`config.mk`:
```
export PLATFORM = sky130hd
export DESIGN_NAME = tcw_front_flat
export DESIGN_NICKNAME = d
export VERILOG_FILES = /design/src/rtl/core/tcw_pkg.sv /design/src/rtl/core/tcw_if.sv /design/src/rtl/core/tcw_front.sv /design/src/flat_wrapper.sv
export SDC_FILE = /design/constraint.sdc
export NUM_CORES = 1
export LEC_CHECK = 0
export BUFFER_PORTS_ARGS = -buffer_cell sky130_fd_sc_hd__buf_2
export CAP_MARGIN = 25
export CORE_AREA = 2 2 39 41
export DETAILED_ROUTE_END_ITERATION = 8
export DIE_AREA = 0 0 41 43
export PLACE_DENSITY = 0.72
export RECOVER_POWER = 25
export SLEW_MARGIN = 20
export SYNTH_ARGS = -nofsm -noshare
export SYNTH_HDL_FRONTEND = slang
export SYNTH_SLANG_ARGS = --single-unit
export TNS_END_PERCENT = 10
```
`constraint.sdc`:
```
create_clock -name vclk -period 0.8
set_input_delay 0.08 -clock vclk [all_inputs]
set_output_delay 0.08 -clock vclk [all_outputs]
set_load 0.005 [all_outputs]
```
`src/rtl/core/tcw_pkg.sv`:
```
// tcw_pkg: shared constants, types and command encoding of the text console writer
// no dependencies; used by every file in rtl/core except tcw_if.sv
package tcw_pkg;

    localparam int COLUMNS     = 80;
    localparam int ROWS        = 25;
    localparam int TERMINALS   = 7;
    localparam int CELLS       = ROWS * COLUMNS;
    localparam int FIFO_DEPTH  = 2;

    localparam int TERM_W = (TERMINALS > 1) ? $clog2(TERMINALS) : 1;
    localparam int CELL_W = $clog2(CELLS);
    localparam int ROW_W  = $clog2(ROWS + 1);
    localparam int COL_W  = $clog2(COLUMNS);
    localparam int ADDR_W = TERM_W + CELL_W;
    localparam int POS_W  = $clog2(CELLS + 1);
    localparam int PTR_W  = (FIFO_DEPTH > 1) ? $clog2(FIFO_DEPTH) : 1;

    localparam logic [3:0] DEFAULT_FG = 4'd7;
    localparam logic [3:0] DEFAULT_BG = 4'd0;
    localparam logic [7:0] NEWLINE    = 8'd10;

    typedef logic [TERM_W-1:0] t_term;
    typedef logic [CELL_W-1:0] t_cell;
    typedef logic [ROW_W-1:0]  t_row;
    typedef logic [COL_W-1:0]  t_col;
    typedef logic [ADDR_W-1:0] t_addr;
    typedef logic [POS_W-1:0]  t_pos;

    typedef enum logic [2:0] {
        OP_PUT   = 3'd0,
        OP_FG    = 3'd1,
        OP_BG    = 3'd2,
        OP_CLEAR = 3'd3,
        OP_READ  = 3'd4
    } t_op;

    typedef enum logic [2:0] {
        CMD_CHAR,
        CMD_NEWLINE,
        CMD_FG,
        CMD_BG,
        CMD_CLEAR,
        CMD_READ,
        CMD_NOP
    } t_kind;

    typedef struct packed {
        t_kind      kind;
        logic [7:0] character;
        logic [3:0] color;
        t_cell      cell_idx;
        logic       in_range;
    } t_cmd;

endpackage

```
`src/rtl/core/tcw_if.sv`:
```
// tcw_in_if, tcw_out_if: valid/ready channels for input and result items
// no dependencies
interface tcw_in_if;
    logic        valid;
    logic        ready;
    logic [2:0]  operation;
    logic [7:0]  character;
    logic [3:0]  color;
    logic [10:0] cell_index;

    modport source (output valid, operation, character, color, cell_index, input ready);
    modport sink   (input valid, operation, character, color, cell_index, output ready);
endinterface


```
`src/rtl/core/tcw_front.sv`:
```
// tcw_front: accepts input items and decodes them into commands for the queue
// depends on tcw_pkg and tcw_in_if
module tcw_front (
    tcw_in_if.sink        i_in,
    input  logic          i_full,
    input  logic          i_init_busy,
    output logic          o_push,
    output tcw_pkg::t_cmd o_cmd
);

    always_comb begin
        o_cmd.character = i_in.character;
        o_cmd.color     = i_in.color;
        o_cmd.cell_idx  = tcw_pkg::t_cell'(i_in.cell_index);
        o_cmd.in_range  = (int'(i_in.cell_index) < tcw_pkg::CELLS);
        unique case (tcw_pkg::t_op'(i_in.operation))
            tcw_pkg::OP_PUT: begin
                o_cmd.kind = (i_in.character == tcw_pkg::NEWLINE) ?
                             tcw_pkg::CMD_NEWLINE : tcw_pkg::CMD_CHAR;
            end
            tcw_pkg::OP_FG:    o_cmd.kind = tcw_pkg::CMD_FG;
            tcw_pkg::OP_BG:    o_cmd.kind = tcw_pkg::CMD_BG;
            tcw_pkg::OP_CLEAR: o_cmd.kind = tcw_pkg::CMD_CLEAR;
            tcw_pkg::OP_READ:  o_cmd.kind = tcw_pkg::CMD_READ;
            default:           o_cmd.kind = tcw_pkg::CMD_NOP;
        endcase
    end

    assign i_in.ready = !i_full && !i_init_busy;
    assign o_push     = i_in.valid && i_in.ready;

endmodule

```
`src/flat_wrapper.sv`:
```
// flat-port wrapper written by rule: the top's interface ports become plain ports
module tcw_front_flat 
  (i_full, i_init_busy, o_push, o_cmd, i_in_valid, i_in_operation, i_in_character, i_in_color, i_in_cell_index, i_in_ready);
  tcw_in_if i_in_i ();
  input  logic i_full;
  input  logic i_init_busy;
  output logic o_push;
  output tcw_pkg::t_cmd o_cmd;
  input wire logic [$bits(i_in_i.valid)-1:0] i_in_valid;
  input wire logic [$bits(i_in_i.operation)-1:0] i_in_operation;
  input wire logic [$bits(i_in_i.character)-1:0] i_in_character;
  input wire logic [$bits(i_in_i.color)-1:0] i_in_color;
  input wire logic [$bits(i_in_i.cell_index)-1:0] i_in_cell_index;
  output wire logic [$bits(i_in_i.ready)-1:0] i_in_ready;
  assign i_in_i.valid = i_in_valid;
  assign i_in_i.operation = i_in_operation;
  assign i_in_i.character = i_in_character;
  assign i_in_i.color = i_in_color;
  assign i_in_i.cell_index = i_in_cell_index;
  assign i_in_ready = i_in_i.ready;
  tcw_front u_core (.i_in(i_in_i), .i_full(i_full), .i_init_busy(i_init_busy), .o_push(o_push), .o_cmd(o_cmd));
endmodule
```
### Yosys cells after proc, flatten, opt, wreduce, memory -nomap -nowiden

Cells that the tools add are included.
Widths: inputs -> output; s select.

* word-level logic and storage cells: 13
* register bits: 0

* equality and inequality tests: 5
* magnitude comparators: 1
* reduce and logical (&&, ||, !) cells: 5
* muxes and demuxes: 2

Operator list (number)
* $pmux 3 s5: 1
* $lt 11x11->1 const B: 1
* $eq 8x4->1 const B: 1
* $eq 3x2->1 const B: 2
* $eq 3x1->1 const B: 1
* $eq 3x3->1 const B: 1
* $logic_not 3->1: 1
* $logic_and 1x1->1: 2
* $logic_not 1->1: 2
* $mux 1: 1

### Depth between registers and ports, before layout

* depth in word-level cells: 3
* depth in mapped cells: 3
* gate-level depth less buffers: 3

### Least setup slack after synthesis

Ideal clock, no wire load.

* kind: input to output
* start point: input i_in_character[5]
* end point: output o_cmd[24] (netlist name)
* setup slack: 0.056 ns
* arrival: 0.664 ns
* stages: 3
* cell sequence: nor4_2 a211oi_1 a211oi_1

RTL lines
* start: declaration: line flat_wrapper.sv:11 `input wire logic [$bits(i_in_i.character)-1:0] i_in_character;`
* end: declaration: line flat_wrapper.sv:8 `output tcw_pkg::t_cmd o_cmd;`

==> out/qor.csv <==
metric,value,unit
Power Total,153.9,uW
Synth Area per Inst,7.194,um2
sequential cells,0,
Min Hold Slack,0.1600,ns
"Distinct cells, synth",10,
Slew headroom,0.8686,
max-cap viol count,0,
fraction of layout cells with a size suffix above 1,0.8000,
initial antenna violation count,0,
hold wc startpoint,i_in_color[0],
Residual DRC,0,
core area,1384,um2
final hold vios,0,
# rows,14,
Final Critical Period,0.9158,ns
n_diodes,0,
"commonest non-fill, non-tap cells in the layout","40 x buf_2, 4 x nor2_1, 2 x a211oi_1, 2 x buf_6",
Setup crit start kind,input pin,
RSZ-0062 raised after global routing,true,
clock buffer count,0,
overall routing resource usage,0.05994,
CP Launch Point,i_in_character[2],
Routed Antenna Nets,0,
"Slew Viols, Final",0,
Post-Route WL,600,um
failing checks,setup timing,
die width,41,um
synth warn,0,
Synthesized Nets,65,
"most common cell after layout, fill and taps aside",buf_2,
FILL cells,155,
Mapped Area,259.0,um2
FF+latch area,0,um2
initial core utilization,0.1872,
status,"finished, violations left",
CP Data Arrival Time,0.84,ns
routability congestion estimate from global placement,0.5685,
Critical Path Sink Type,primary output,
Worst Hold Depth,0,
"Endpoint, Worst Hold",o_cmd[12],
final net count,86,
first-pass GRT wire length,814,um
vias in the first global route,225,
Max Freq,1.092,GHz
IO Pins,58,
total gr overflow,0,
Worst Hold Class,in -> out,
Vias/cell,3.930,
setup bufs post-CTS,0,
WS Path Type,in -> out,
worst-margin pin slew,0.1960,ns
Die ar.,1763,um2
Critical Path Fanout Max,2,
Max IR drop VDD,0.1165,mV
largest net degree at the start of global routing,5,
Area Growth Syn to Fin,30.43,%
chip height,43,um
Initial DRC Count,0,
worst path required time,0.72,ns
"Hold-fix buffers, CTS",0,
final worst-path cycle share,1.145,
wire per inst,8.451,um
register area share after synthesis,0,
via count,279,
Initial DRT Pass Iterations,1,
PwrDens,455.5,nW/um2
Final Setup Violations,1,
Final WS setup,-0.1158,ns
input/output buffers,42,
Syn Inst Count,36,
leak pwr,0.1995,nW
## synth_stat cells
cell type   n  area share
a211oi_1    2       0.058
and2_1      1       0.024
and3_1      1       0.024
and4bb_2    1       0.048
buf_4      23        0.67
nand2_1     1       0.014
nand2b_1    1       0.024
nor2_1      4       0.058
nor4_2      1       0.048
o2111ai_1   1       0.034
## through the flow
stage | utilization | std cells | area (um2) | setup WS, ns | setup TNS, ns
4_1_cts | 0.2378 | 71 | 329.1 | -0.1270 | -0.1270
2_1_floorplan | - | 36 | 259.0 | 0.05556 | 0
3_5_place_dp | 0.2288 | 71 | 316.6 | -0.1850 | -0.1850
6_report | 0.2441 | 71 | 337.8 | -0.1158 | -0.1158
3_3_place_gp | 0.2288 | 71 | 316.6 | -0.1620 | -0.1620
5_1_grt | 0.2441 | 71 | 337.8 | -0.1733 | -0.1733
## metal layers
layer / vias to the layer above / wire length [um] / GRT usage
met5: - / 0 / 0
met2: 19 / 357 / 0.1219
met1: 125 / 172 / 0.06329
li1: 135 / - / -
met3: 0 / 69 / 0.005236
met4: 0 / 0 / 0
## area by class of cell
| cell class | instances | area (um2) | area share |
|---|---|---|---|
| well taps | 16 | 20.02 | 0.05926 |
| multi-input cells | 13 | 95.09 | 0.2815 |
| repair buffers | 42 | 222.7 | 0.6593 |
## cell families after synthesis
family | synth area share
buf+inv | 0.6667
simple gates | 0.2415
compound gates | 0.09178
## critical path, cell delays in order
cell and delay, ns:
buf_2 0.10, and4bb_2 0.28, a211oi_1 0.07, a211oi_1 0.16, buf_2 0.14
## power breakdown
group / switching [mW] / internal, mW / leakage [nW] / total, mW
Combinational: 0.0631 / 0.0908 / 0.200 / 0.154
Sequential: 0 / 0 / 0 / 0
Clock: 0 / 0 / 0 / 0
## how the worst max path moves through the flow
stage                 to  slack [ns]  cells past startpoint
2_1_floorplan  o_cmd[24]        0.06                      3
3_3_place_gp   o_cmd[24]       -0.16                      5
3_5_place_dp   o_cmd[24]       -0.19                      5
4_1_cts        o_cmd[24]       -0.13                      5
5_1_grt        o_cmd[24]       -0.17                      5
6_report       o_cmd[24]       -0.12                      5
## what timing repair did
item                       CTS  global route
resized for setup            2             1
pin swaps                    3             0
setup endpoints to repair    1             1
Power figures use the tool's default switching activity.
