`config.mk`:
```
export PLATFORM = sky130hd
export DESIGN_NAME = tcw_fifo
export DESIGN_NICKNAME = d
export VERILOG_FILES = /design/src/rtl/core/tcw_pkg.sv /design/src/rtl/core/tcw_fifo.sv
export SDC_FILE = /design/constraint.sdc
export NUM_CORES = 1
export LEC_CHECK = 0
export CAP_MARGIN = 20
export CORE_MARGIN = 2
export CORE_UTILIZATION = 35
export DETAILED_ROUTE_END_ITERATION = 7
export DONT_BUFFER_PORTS = 1
export SYNTH_ARGS = -nofsm -noshare
export SYNTH_HDL_FRONTEND = slang
export SYNTH_SLANG_ARGS = --single-unit
```
`constraint.sdc`:
```
create_clock -name i_clk -period 2.05 [get_ports i_clk]
set_input_delay 0.41 -clock i_clk [delete_from_list [all_inputs] [get_ports i_clk]]
set_output_delay 0.41 -clock i_clk [all_outputs]
set_load 0.01 [all_outputs]
```
`src/rtl/core/tcw_pkg.sv`:
```
// tcw_pkg: shared constants, types and command encoding of the text console writer
// no dependencies; used by every file in rtl/core except tcw_if.sv
package tcw_pkg;

    localparam int COLUMNS     = 80;
    localparam int ROWS        = 25;
    localparam int TERMINALS   = 7;
    localparam int CELLS       = ROWS * COLUMNS;
    localparam int FIFO_DEPTH  = 2;

    localparam int TERM_W = (TERMINALS > 1) ? $clog2(TERMINALS) : 1;
    localparam int CELL_W = $clog2(CELLS);
    localparam int ROW_W  = $clog2(ROWS + 1);
    localparam int COL_W  = $clog2(COLUMNS);
    localparam int ADDR_W = TERM_W + CELL_W;
    localparam int POS_W  = $clog2(CELLS + 1);
    localparam int PTR_W  = (FIFO_DEPTH > 1) ? $clog2(FIFO_DEPTH) : 1;

    localparam logic [3:0] DEFAULT_FG = 4'd7;
    localparam logic [3:0] DEFAULT_BG = 4'd0;
    localparam logic [7:0] NEWLINE    = 8'd10;

    typedef logic [TERM_W-1:0] t_term;
    typedef logic [CELL_W-1:0] t_cell;
    typedef logic [ROW_W-1:0]  t_row;
    typedef logic [COL_W-1:0]  t_col;
    typedef logic [ADDR_W-1:0] t_addr;
    typedef logic [POS_W-1:0]  t_pos;

    typedef enum logic [2:0] {
        OP_PUT   = 3'd0,
        OP_FG    = 3'd1,
        OP_BG    = 3'd2,
        OP_CLEAR = 3'd3,
        OP_READ  = 3'd4
    } t_op;

    typedef enum logic [2:0] {
        CMD_CHAR,
        CMD_NEWLINE,
        CMD_FG,
        CMD_BG,
        CMD_CLEAR,
        CMD_READ,
        CMD_NOP
    } t_kind;

    typedef struct packed {
        t_kind      kind;
        logic [7:0] character;
        logic [3:0] color;
        t_cell      cell_idx;
        logic       in_range;
    } t_cmd;

endpackage

```
`src/rtl/core/tcw_fifo.sv`:
```
// tcw_fifo: short command queue between the front and back parts
// depends on tcw_pkg
module tcw_fifo (
    input  logic          i_clk,
    input  logic          i_rst_n,
    input  logic          i_push,
    input  tcw_pkg::t_cmd i_cmd,
    input  logic          i_pop,
    output logic          o_full,
    output logic          o_valid,
    output tcw_pkg::t_cmd o_cmd
);

    tcw_pkg::t_cmd            r_mem [tcw_pkg::FIFO_DEPTH];
    logic [tcw_pkg::PTR_W-1:0] r_wp, r_rp;
    logic [tcw_pkg::PTR_W:0]   r_count;

    assign o_full  = (int'(r_count) == tcw_pkg::FIFO_DEPTH);
    assign o_valid = (r_count != '0);
    assign o_cmd   = r_mem[r_rp];

    always_ff @(posedge i_clk) begin
        if (i_push) begin
            r_mem[r_wp] <= i_cmd;
        end
        if (!i_rst_n) begin
            r_wp    <= '0;
            r_rp    <= '0;
            r_count <= '0;
        end else begin
            if (i_push) begin
                r_wp <= (int'(r_wp) == tcw_pkg::FIFO_DEPTH - 1) ? '0 : r_wp + 1'b1;
            end
            if (i_pop) begin
                r_rp <= (int'(r_rp) == tcw_pkg::FIFO_DEPTH - 1) ? '0 : r_rp + 1'b1;
            end
            if (i_push && !i_pop) begin
                r_count <= r_count + 1'b1;
            end else if (i_pop && !i_push) begin
                r_count <= r_count - 1'b1;
            end
        end
    end

endmodule

```
# Word level (Yosys, flattened, before mapping)
# Memory sizes are Yosys's and may differ from the RTL's. A register that Yosys moved wholly into a read port is not among the register bits.
# Cells that the tools add are included.
# word_totals
ff_bits,4
mem_bits_rw,54
in_bits,31
elab_cells,23
mem_count,1
# op_classes
add_sub_neg,4
n_eq_ne,1
n_mux,8
reduce_logical,6
# mem_list
name,depth,word_bits,read_ports,rd_clocked_by_memory_dff,wr,line,rtl
r_mem,2,27,1,1,1,tcw_fifo.sv:14,tcw_pkg::t_cmd r_mem [tcw_pkg::FIFO_DEPTH];
# op_table
cell,count
1-bit two-way mux,6
2-bit two-way mux,2
2-bit nonzero test,2
1-bit adder (second input constant),2
2-bit by 1-bit adder with 2-bit output (second input constant),1
2-bit == test (second input constant),1
1-bit logical AND,2
1-bit logical NOT,2
2-bit by 1-bit subtractor with 2-bit output (second input constant),1

# Longest topological paths before layout
# Gate-level depths: netlist (run 1).
# depth
ltp_word,4
depth_mapped,5

# Least setup slack after synthesis (run 1)
# No wires, ideal clock.
# synth_timing
path_kind,input to register
start,in i_push
end,"mem r_mem[0][0] (netlist bit), enable pin"
setup_ps,415
arrival_ps,1675
required_time_ps,1635
setup_slack_ps,-40
stages,1
path_buffers,0
cell_sequence,nor2b_1
# synth_between
elab_chain_len,2
# synth_lines
item,line,rtl
"start, declared",tcw_fifo.sv:6,"input logic i_push,"
1-bit two-way mux,tcw_fifo.sv:23,if (i_push) begin
1-bit two-way mux (implied by the code),tcw_fifo.sv:24,r_mem[r_wp] <= i_cmd;
"end, declared",tcw_fifo.sv:14,
# No other way between the ends.

==> results of run 1 <==
## registers in the layout, summed over array words and instances (netlist names), named ones only
signal	count
r_rp	1
r_count	2
r_mem	54
r_wp	1
## power by group through the flow
stage	Sequential (uW)	Clock, uW	Combinational [uW]
after floorplan	1430	0	175
final	1410	919	202
after detailed placement	1440	0	205
after global routing	1420	1010	219
after global placement	1430	0	204
after CTS	1410	960	206
## cell usage after synthesis
| library cell | instances |
|---|---|
| xnor2_1 | 1 |
| dfxtp_1 | 5 |
| edfxtp_1 | 54 |
| or3_1 | 1 |
| nor2b_1 | 2 |
| buf_6 | 2 |
| inv_1 | 1 |
| and2b_2 | 1 |
| mux2_2 | 27 |
| o21a_1 | 1 |
| and2_1 | 4 |
| buf_2 | 1 |
| o21ai_0 | 1 |
| or2_2 | 1 |
| xor2_1 | 2 |
| ha_1 | 1 |
| a21boi_1 | 1 |
## worst reg2reg max path, stage by stage (launching register included)
cell	delay [ns]
dfxtp_1	0.34
xor2_1	0.18
or3_1	0.32
a21boi_1	0.16
## worst paths after layout
kind | cells past startpoint | slack, ns | endpoint
setup / recovery | 2 | 0.18 | o_cmd[17]
hold / removal | 0 | 0.18 | r_mem[1][19]
setup reg to reg | 3 | 0.97 | r_count[1]
hold reg to reg | 2 | 0.55 | r_count[1]
## area by class of cell
cell class / instances / area [sq um] / share of cell area
sequential: 59 / 1720 / 0.698
multi-input combinational: 43 / 424 / 0.172
clock buffer: 11 / 131 / 0.0532
tap: 75 / 93.8 / 0.0380
timing repair buffer: 5 / 50.0 / 0.0203
clock inverter: 4 / 42.5 / 0.0172
inverter: 1 / 3.75 / 0.00152
## logic make-up (layout without fill, tap and decap cells)
group           count (synthesis)  after routing  synth area share
flops                          59             59             0.792
mux                            27             27             0.140
simple gates                    9              9            0.0270
buf+inv                         4             21            0.0144
compound gates                  3              3           0.00921
xor+xnor                        3              3            0.0121
fa+ha+maj                       1              1           0.00575
## metal layers
layer | routed length (um) | track usage
met5 | 0 | 0
met2 | 1640 | 0.157
met4 | 47 | 0.0492
met3 | 389 | 0.0825
met1 | 1220 | 0.0999
## through the flow
stage	worst slack (ns)	util	cell area (sq um)	power (uW)
2_1_floorplan	0.472	-	2180	1600
3_3_place_gp	0.554	0.385	2290	1640
3_5_place_dp	0.512	0.385	2290	1640
4_1_cts	0.131	0.414	2470	2580
5_1_grt	0.0935	0.414	2470	2650
6_report	0.181	0.414	2470	2530
==> results_dict.tcl, run 1 <==
set metrics [dict create \
    p_int_uw 2020 \
    crit_chain "buf_12 -> mux2_2" \
    layout_commonest_cell "edfxtp_1" \
    numCtsBuffers 9 \
    pwr_density_cell_nw_per_um2 1030 \
    period_minus_slack_ns 1.87 \
    critPathKind "flip-flop to primary output" \
    final_cell_mix "edfxtp_1 (54), mux2_2 (27), clkbuf_8 (9)" \
    p_leak_uw 0.000828 \
    die_area_sq_um 6860 \
    grt_pass1_wl_um 5110 \
    cts_htree_levels 3 \
    fmax_mhz 535 \
    crit_slowest_cell "dfxtp_1" \
    initial_core_util 0.365 \
    placed_cells 183 \
    dieWidth_um 82.8 \
    finalWirelength_um 3300 \
    crit_buf_inv 1 \
    vias_per_cell 4.64 \
    dpl.hpwl_um 2310 \
    arrival_ns 1.46 \
    end_kind "primary output" \
    fillers 536 \
    drive_above_1_share 0.374 \
    finalSetupViolations 0 \
    syn2layout_area_growth_pct 13.5 \
    drv_cap 0 \
    finClkSkew_ns 0.00780 \
    grt-ovfl-total 0 \
    relSlewSlack 0.773 \
    yosys.area.top_type_share 0.746 \
    fin_crit_sh 0.912 \
    syn-cell-area_sq_um 2170 \
    detail-route-antenna-nets 0 \
    synth_cell_types 17 \
    diodes 0 \
    p_switching_uw 509 \
    first_global_vias 957 \
    maxSlewViolCount 0 \
    clkTransAtPathRegs_ns 0.06 \
    fp.coreArea_sq_um 5960 \
    port_buffers 0 \
    hold_viol_final 0 \
    power_frac_seq 0.558 \
    outcome "completed" \
    hold_path.class "input pin to flip-flop" \
    hold_slack_ns 0.181 \
    syn-mean-instance-area_sq_um 20.5 \
    tightest_slew_ns 0.340 \
    place_congestion 0.736 \
    die_h_um 82.8 \
    clk_path_buf_depth 2 \
    antenna_found_initial 0 \
    num_vias 918 \
    power.share.combinational 0.080 \
    root_buffer "clkbuf_8" \
    cts_tree "built" \
    p_sw_frac 0.201 \
    critical_path.startpoint_type "flip-flop" \
    cts_hold_buf 0 \
    yosys.area.top_type "edfxtp_1" \
    pin_count 60 \
    ys_top_cells_by_area "edfxtp_1 (75%), mux2_2 (14%), dfxtp_1 (4.6%), and2_1 (1.2%), buf_6 (1.0%)" \
    dr.pass1.iters 4 \
    ctsResizeCount 0 \
    insertion_delay_ns 0.32 \
    postCtsSetupBuffers 0 \
    synth_fp_nets 138 \
    crit-reg2reg-launch "r_count[0]" \
    cts.sinks 59 \
    cpPeakStageDelay_ns 0.52 \
    clock_power_share 0.363 \
    synth-warning-count 0 \
    ys_seq_area_frac 0.792 \
    worstPathMaxFanout 22 \
    min_from "i_cmd[19]" \
    cp_top_family "flip-flops" \
    drcViolationCount 0 \
    ys_ff_latch 59 \
    rsz0062_at_grt "false" \
    ir_worst_vdd_uv 444 \
    nets 151 \
    rows 28 \
    grt_max_degree 23 \
    synthCells 106 \
    stdcell_count 198 \
    crit_required_ns 1.64 \
    finalSetupTns_ns 0 \
    drtIter0Drc 49 \
    grt_usage 0.103 \
    wl_per_cell_um 16.7 \
]
No activity file was read; power rests on OpenSTA's default activity.
==> run 2, diff against run 1 <==
--- a/constraint.sdc
+++ b/constraint.sdc
@@ -3,2 +3,2 @@
 set_output_delay 0.41 -clock i_clk [all_outputs]
-set_load 0.01 [all_outputs]
+set_load 0.1 [all_outputs]
==> results_dict.tcl, run 2 (same netlist as run 1, synthesis figures left out) <==
set metrics [dict create \
    outcome "completed" \
    largest_register "r_mem" \
    cts.sinks 59 \
    drv_cap 0 \
    die_h_um 82.8 \
    grt_usage 0.114 \
    dpl.hpwl_um 2540 \
    crit_required_ns 1.64 \
    vias_per_cell 4.63 \
    hold_viol_final 0 \
    pwr_density_cell_nw_per_um2 1110 \
    ir_worst_vdd_uv 584 \
    rsz0062_at_grt "false" \
    place_congestion 0.745 \
    power.share.combinational 0.259 \
    clock_power_share 0.323 \
    layout_commonest_cell "edfxtp_1" \
    cp_top_family "buffers and inverters" \
    initial_core_util 0.365 \
    crit_slowest_cell "mux2_2" \
    drive_above_1_share 0.507 \
    met1_usage 0.114 \
    grt.busiest_layer "met2" \
    detail-route-antenna-nets 0 \
    regToRegEndpoint "r_mem[1][25]" \
    critPathKind "flip-flop to primary output" \
    pin_count 60 \
    cts_tree "built" \
    finClkSkew_ns 0.00423 \
    grt-ovfl-total 0 \
    cts_htree_levels 3 \
    p_int_uw 2350 \
    p_switching_uw 1020 \
    crit_buf_inv 2 \
    numCtsBuffers 9 \
    antenna_found_initial 0 \
    arrival_ns 1.45 \
    num_vias 1050 \
    critical_path.startpoint_type "flip-flop" \
    dr.pass1.iters 4 \
    met2_usage 0.186 \
    placed_cells 211 \
    grt_max_degree 15 \
    p_leak_uw 0.00110 \
    crit-reg2reg-launch "r_wp" \
    r2r_cells 2 \
    hold_slack_ns 0.173 \
    wl_per_cell_um 16.0 \
    first_global_vias 1145 \
    maxSlewViolCount 0 \
    ctsResizeCount 0 \
    period_minus_slack_ns 1.86 \
    diodes 0 \
    clk_path_buf_depth 2 \
    root_buffer "clkbuf_8" \
    path_depth 3 \
    fmax_mhz 537 \
    die_area_sq_um 6860 \
    finalSetupViolations 0 \
    syn2layout_area_growth_pct 39.6 \
    cpPeakStageDelay_ns 0.39 \
    power_frac_seq 0.418 \
    p_sw_frac 0.302 \
    dieWidth_um 82.8 \
    fin_crit_sh 0.909 \
    insertion_delay_ns 0.33 \
    finalWirelength_um 3630 \
    end_kind "primary output" \
    rows 28 \
    postCtsSetupBuffers 0 \
    final_cell_mix "edfxtp_1 (54), mux2_2 (27), buf_12 (27)" \
    drcViolationCount 0 \
    grt_pass1_wl_um 5780 \
    drtIter0Drc 39 \
    stdcell_count 227 \
    fp.coreArea_sq_um 5960 \
    grtUsageMet3 0.0616 \
    cts_hold_buf 0 \
    hold_path.class "input pin to flip-flop" \
    endpoint "o_cmd[25]" \
    relSlewSlack 0.659 \
    largest_reg_flops 54 \
    r2r_setup_slack_ns 1.01 \
    worstPathMaxFanout 14 \
    reg_top3 "r_mem x54, r_count x2" \
    tightest_slew_ns 0.515 \
    nets 179 \
    crit_chain "buf_4 -> mux2_2 -> buf_12" \
    port_buffers 0 \
    clkTransAtPathRegs_ns 0.06 \
    finalSetupTns_ns 0 \
]
run 2: cell types whose count changed in the layout (fill, tap and decap cells not counted), sizes merged:
cell / before / now
clkinv: 3 / 5
buf: 5 / 33
clkbuf: 11 / 9
bufinv: 1 / 2
run 2: worst min path at each step:
stage / depth (start not counted) / end / startpoint / slack, ns
after floorplan: 2 / r_count[1] / r_count[1] / 0.46
after CTS: 0 / r_mem[0][6] / i_cmd[6] / 0.16
after global routing: 0 / r_mem[1][17] / i_cmd[17] / 0.15
after global placement: 2 / r_count[1] / r_count[1] / 0.47
final: 0 / r_mem[0][25] / i_cmd[25] / 0.17
after detailed placement: 0 / r_mem[1][5] / i_cmd[5] / 0.51
run 2: area by class of cell:
cell class	count	area, sq um
inverters	1	3.75
multi-input cells	43	424
well taps	75	93.8
flip-flops and latches	59	1720
clock buffers	9	124
clock inverters	7	82.6
repair buffers	33	586
fillers	491	2920
run 2: power by group through the flow:
stage	Combinational, uW	Sequential [uW]	Clock (uW)
final	873	1410	1090
after global routing	894	1410	1170
after CTS	882	1410	1120
after detailed placement	879	1430	0
after global placement	873	1430	0
after floorplan	604	1430	0
run 2: metrics by stage:
| step | power [uW] | utilization | instance area [sq um] | setup WS [ns] |
|---|---|---|---|---|
| 6_report | 3370 | 0.510 | 3040 | 0.187 |
| 5_1_grt | 3480 | 0.510 | 3040 | 0.110 |
| 4_1_cts | 3410 | 0.510 | 3040 | 0.160 |
| 3_5_place_dp | 2310 | 0.475 | 2830 | 0.537 |
| 3_3_place_gp | 2300 | 0.475 | 2830 | 0.550 |
| 2_1_floorplan | 2030 | - | 2180 | 0.457 |
run 2: metal layers:
| metal | routed length (um) | vias up |
|---|---|---|
| li1 | - | 487 |
| met1 | 1290 | 517 |
| met2 | 1940 | 39 |
| met3 | 341 | 7 |
| met4 | 60 | 0 |
| met5 | 0 | - |
run 2: worst reg2reg max path, cell delays in order (launching register included):
cell	delay (ns)
dfxtp_1	0.35
and2_1	0.15
buf_4	0.24
==> run 3, diff against run 2 <==
--- a/constraint.sdc
+++ b/constraint.sdc
@@ -3,2 +3,2 @@
 set_output_delay 0.41 -clock i_clk [all_outputs]
-set_load 0.1 [all_outputs]
+set_load 0.02 [all_outputs]
==> results_dict.tcl, run 3 (same netlist as run 1, synthesis figures left out) <==
set metrics [dict create \
    num_vias 923 \
    crit_slowest_cell "dfxtp_1" \
    largest_register "r_mem" \
    critical_path.startpoint_type "flip-flop" \
    cts_tree "built" \
    end_kind "primary output" \
    dieWidth_um 82.8 \
    initial_core_util 0.365 \
    die_area_sq_um 6860 \
    rows 28 \
    relSlewSlack 0.786 \
    drv_cap 0 \
    detail-route-antenna-nets 0 \
    drtIter0Drc 17 \
    die_h_um 82.8 \
    fillers 553 \
    min_from "i_cmd[19]" \
    clkTransAtPathRegs_ns 0.06 \
    fmax_mhz 533 \
    r2r_cells 3 \
    r2r_setup_slack_ns 0.99 \
    arrival_ns 1.47 \
    largest_reg_flops 54 \
    crit_required_ns 1.64 \
    vias_per_cell 4.66 \
    postCtsSetupBuffers 0 \
    p_leak_uw 0.000820 \
    wl_per_cell_um 16.5 \
    dpl.hpwl_um 2290 \
    cp_top_family "flip-flops" \
    crit-reg2reg-launch "r_count[0]" \
    outcome "completed" \
    finalSetupViolations 0 \
    diodes 0 \
    syn2layout_area_growth_pct 12.4 \
    reg_top3 "r_mem x54, r_count x2" \
    layout_commonest_cell "edfxtp_1" \
    first_global_vias 1023 \
    place_congestion 0.734 \
    antenna_found_initial 0 \
    ctsResizeCount 0 \
    period_minus_slack_ns 1.88 \
    hold_path.class "input pin to flip-flop" \
    grt_usage 0.103 \
    port_buffers 0 \
    crit_chain "buf_12 -> mux2_2" \
    tightest_slew_ns 0.321 \
    numCtsBuffers 9 \
    setup_ws_ns 0.175 \
    dpl_worst_slack_ns 0.484 \
    regToRegEndpoint "r_count[1]" \
    hold_viol_final 0 \
    pwr_density_cell_nw_per_um2 1010 \
    insertion_delay_ns 0.32 \
    root_buffer "clkbuf_8" \
    ir_worst_vdd_uv 341 \
    grt_pass1_wl_um 5100 \
    grt-ovfl-total 0 \
    final_cell_mix "edfxtp_1 (54), mux2_2 (27), clkbuf_8 (9)" \
    pin_count 60 \
    min_path_cells 0 \
    nets 151 \
    clk_path_buf_depth 2 \
    cpPeakStageDelay_ns 0.50 \
    cts_hold_buf 0 \
    rsz0062_at_grt "false" \
    grt_max_degree 23 \
    drcViolationCount 0 \
    drive_above_1_share 0.382 \
    crit_buf_inv 1 \
    fp.coreArea_sq_um 5960 \
    finalWirelength_um 3270 \
    fin_crit_sh 0.915 \
    cts.sinks 59 \
    maxSlewViolCount 0 \
    dr.pass1.iters 4 \
    hold_end "r_mem[0][19]" \
    critPathKind "flip-flop to primary output" \
    power_uw 2460 \
    cts_htree_levels 3 \
    finClkSkew_ns 0.00652 \
    finalSetupTns_ns 0 \
    worstPathMaxFanout 22 \
]
-- run 3: cell count changes in the layout (fill, tap and decap cells not counted) --
cell	before	now
clkinv_1	2	1
buf_4	6	4
clkbuf_1	0	2
bufinv_16	2	0
buf_12	27	1
-- run 3: power breakdown --
group	total (uW)	switching (uW)	internal [uW]
Combinational	251	156	94.1
Clock	793	373	420
Sequential	1410	24.2	1390
Total	2460	554	1900
-- run 3: worst max-delay path by stage --
stage / cells after the start / to / start
6_report: 2 / o_cmd[7] / flip-flop
3_3_place_gp: 2 / o_cmd[17] / flip-flop
4_1_cts: 2 / o_cmd[17] / flip-flop
5_1_grt: 2 / o_cmd[22] / flip-flop
2_1_floorplan: 1 / r_mem[0][0] / i_push
3_5_place_dp: 2 / o_cmd[17] / flip-flop
-- run 3: worst register-to-register path: stages (launching register included) --
cell and delay [ns]:
dfxtp_1 0.35, xor2_1 0.18, or3_1 0.32, a21boi_1 0.16
-- run 3: per-stage QoR --
stage                     utilization  std cells  hold WS, ns  area, sq um
after global routing            0.410        198        0.154         2440
after global placement          0.385        183        0.471         2290
after floorplan                     -        106        0.461         2180
final                           0.410        198        0.182         2440
after CTS                       0.410        198        0.155         2440
after detailed placement        0.385        183        0.509         2290
-- run 3: layout make-up --
| cell class | count | area, sq um | area share |
|---|---|---|---|
| clock inverters | 4 | 18.8 | 0.00768 |
| clock buffers | 11 | 131 | 0.0538 |
| repair buffers | 5 | 50.0 | 0.0205 |
| inverters | 1 | 3.75 | 0.00154 |
| multi-input cells | 43 | 424 | 0.174 |
| well taps | 75 | 93.8 | 0.0384 |
| flip-flops and latches | 59 | 1720 | 0.705 |
-- run 3: per-layer routing --
layer / track usage / routed length, um
met3: 0.0646 / 376
met1: 0.0960 / 1130
met4: 0.0715 / 68
met5: 0 / 0
met2: 0.165 / 1690
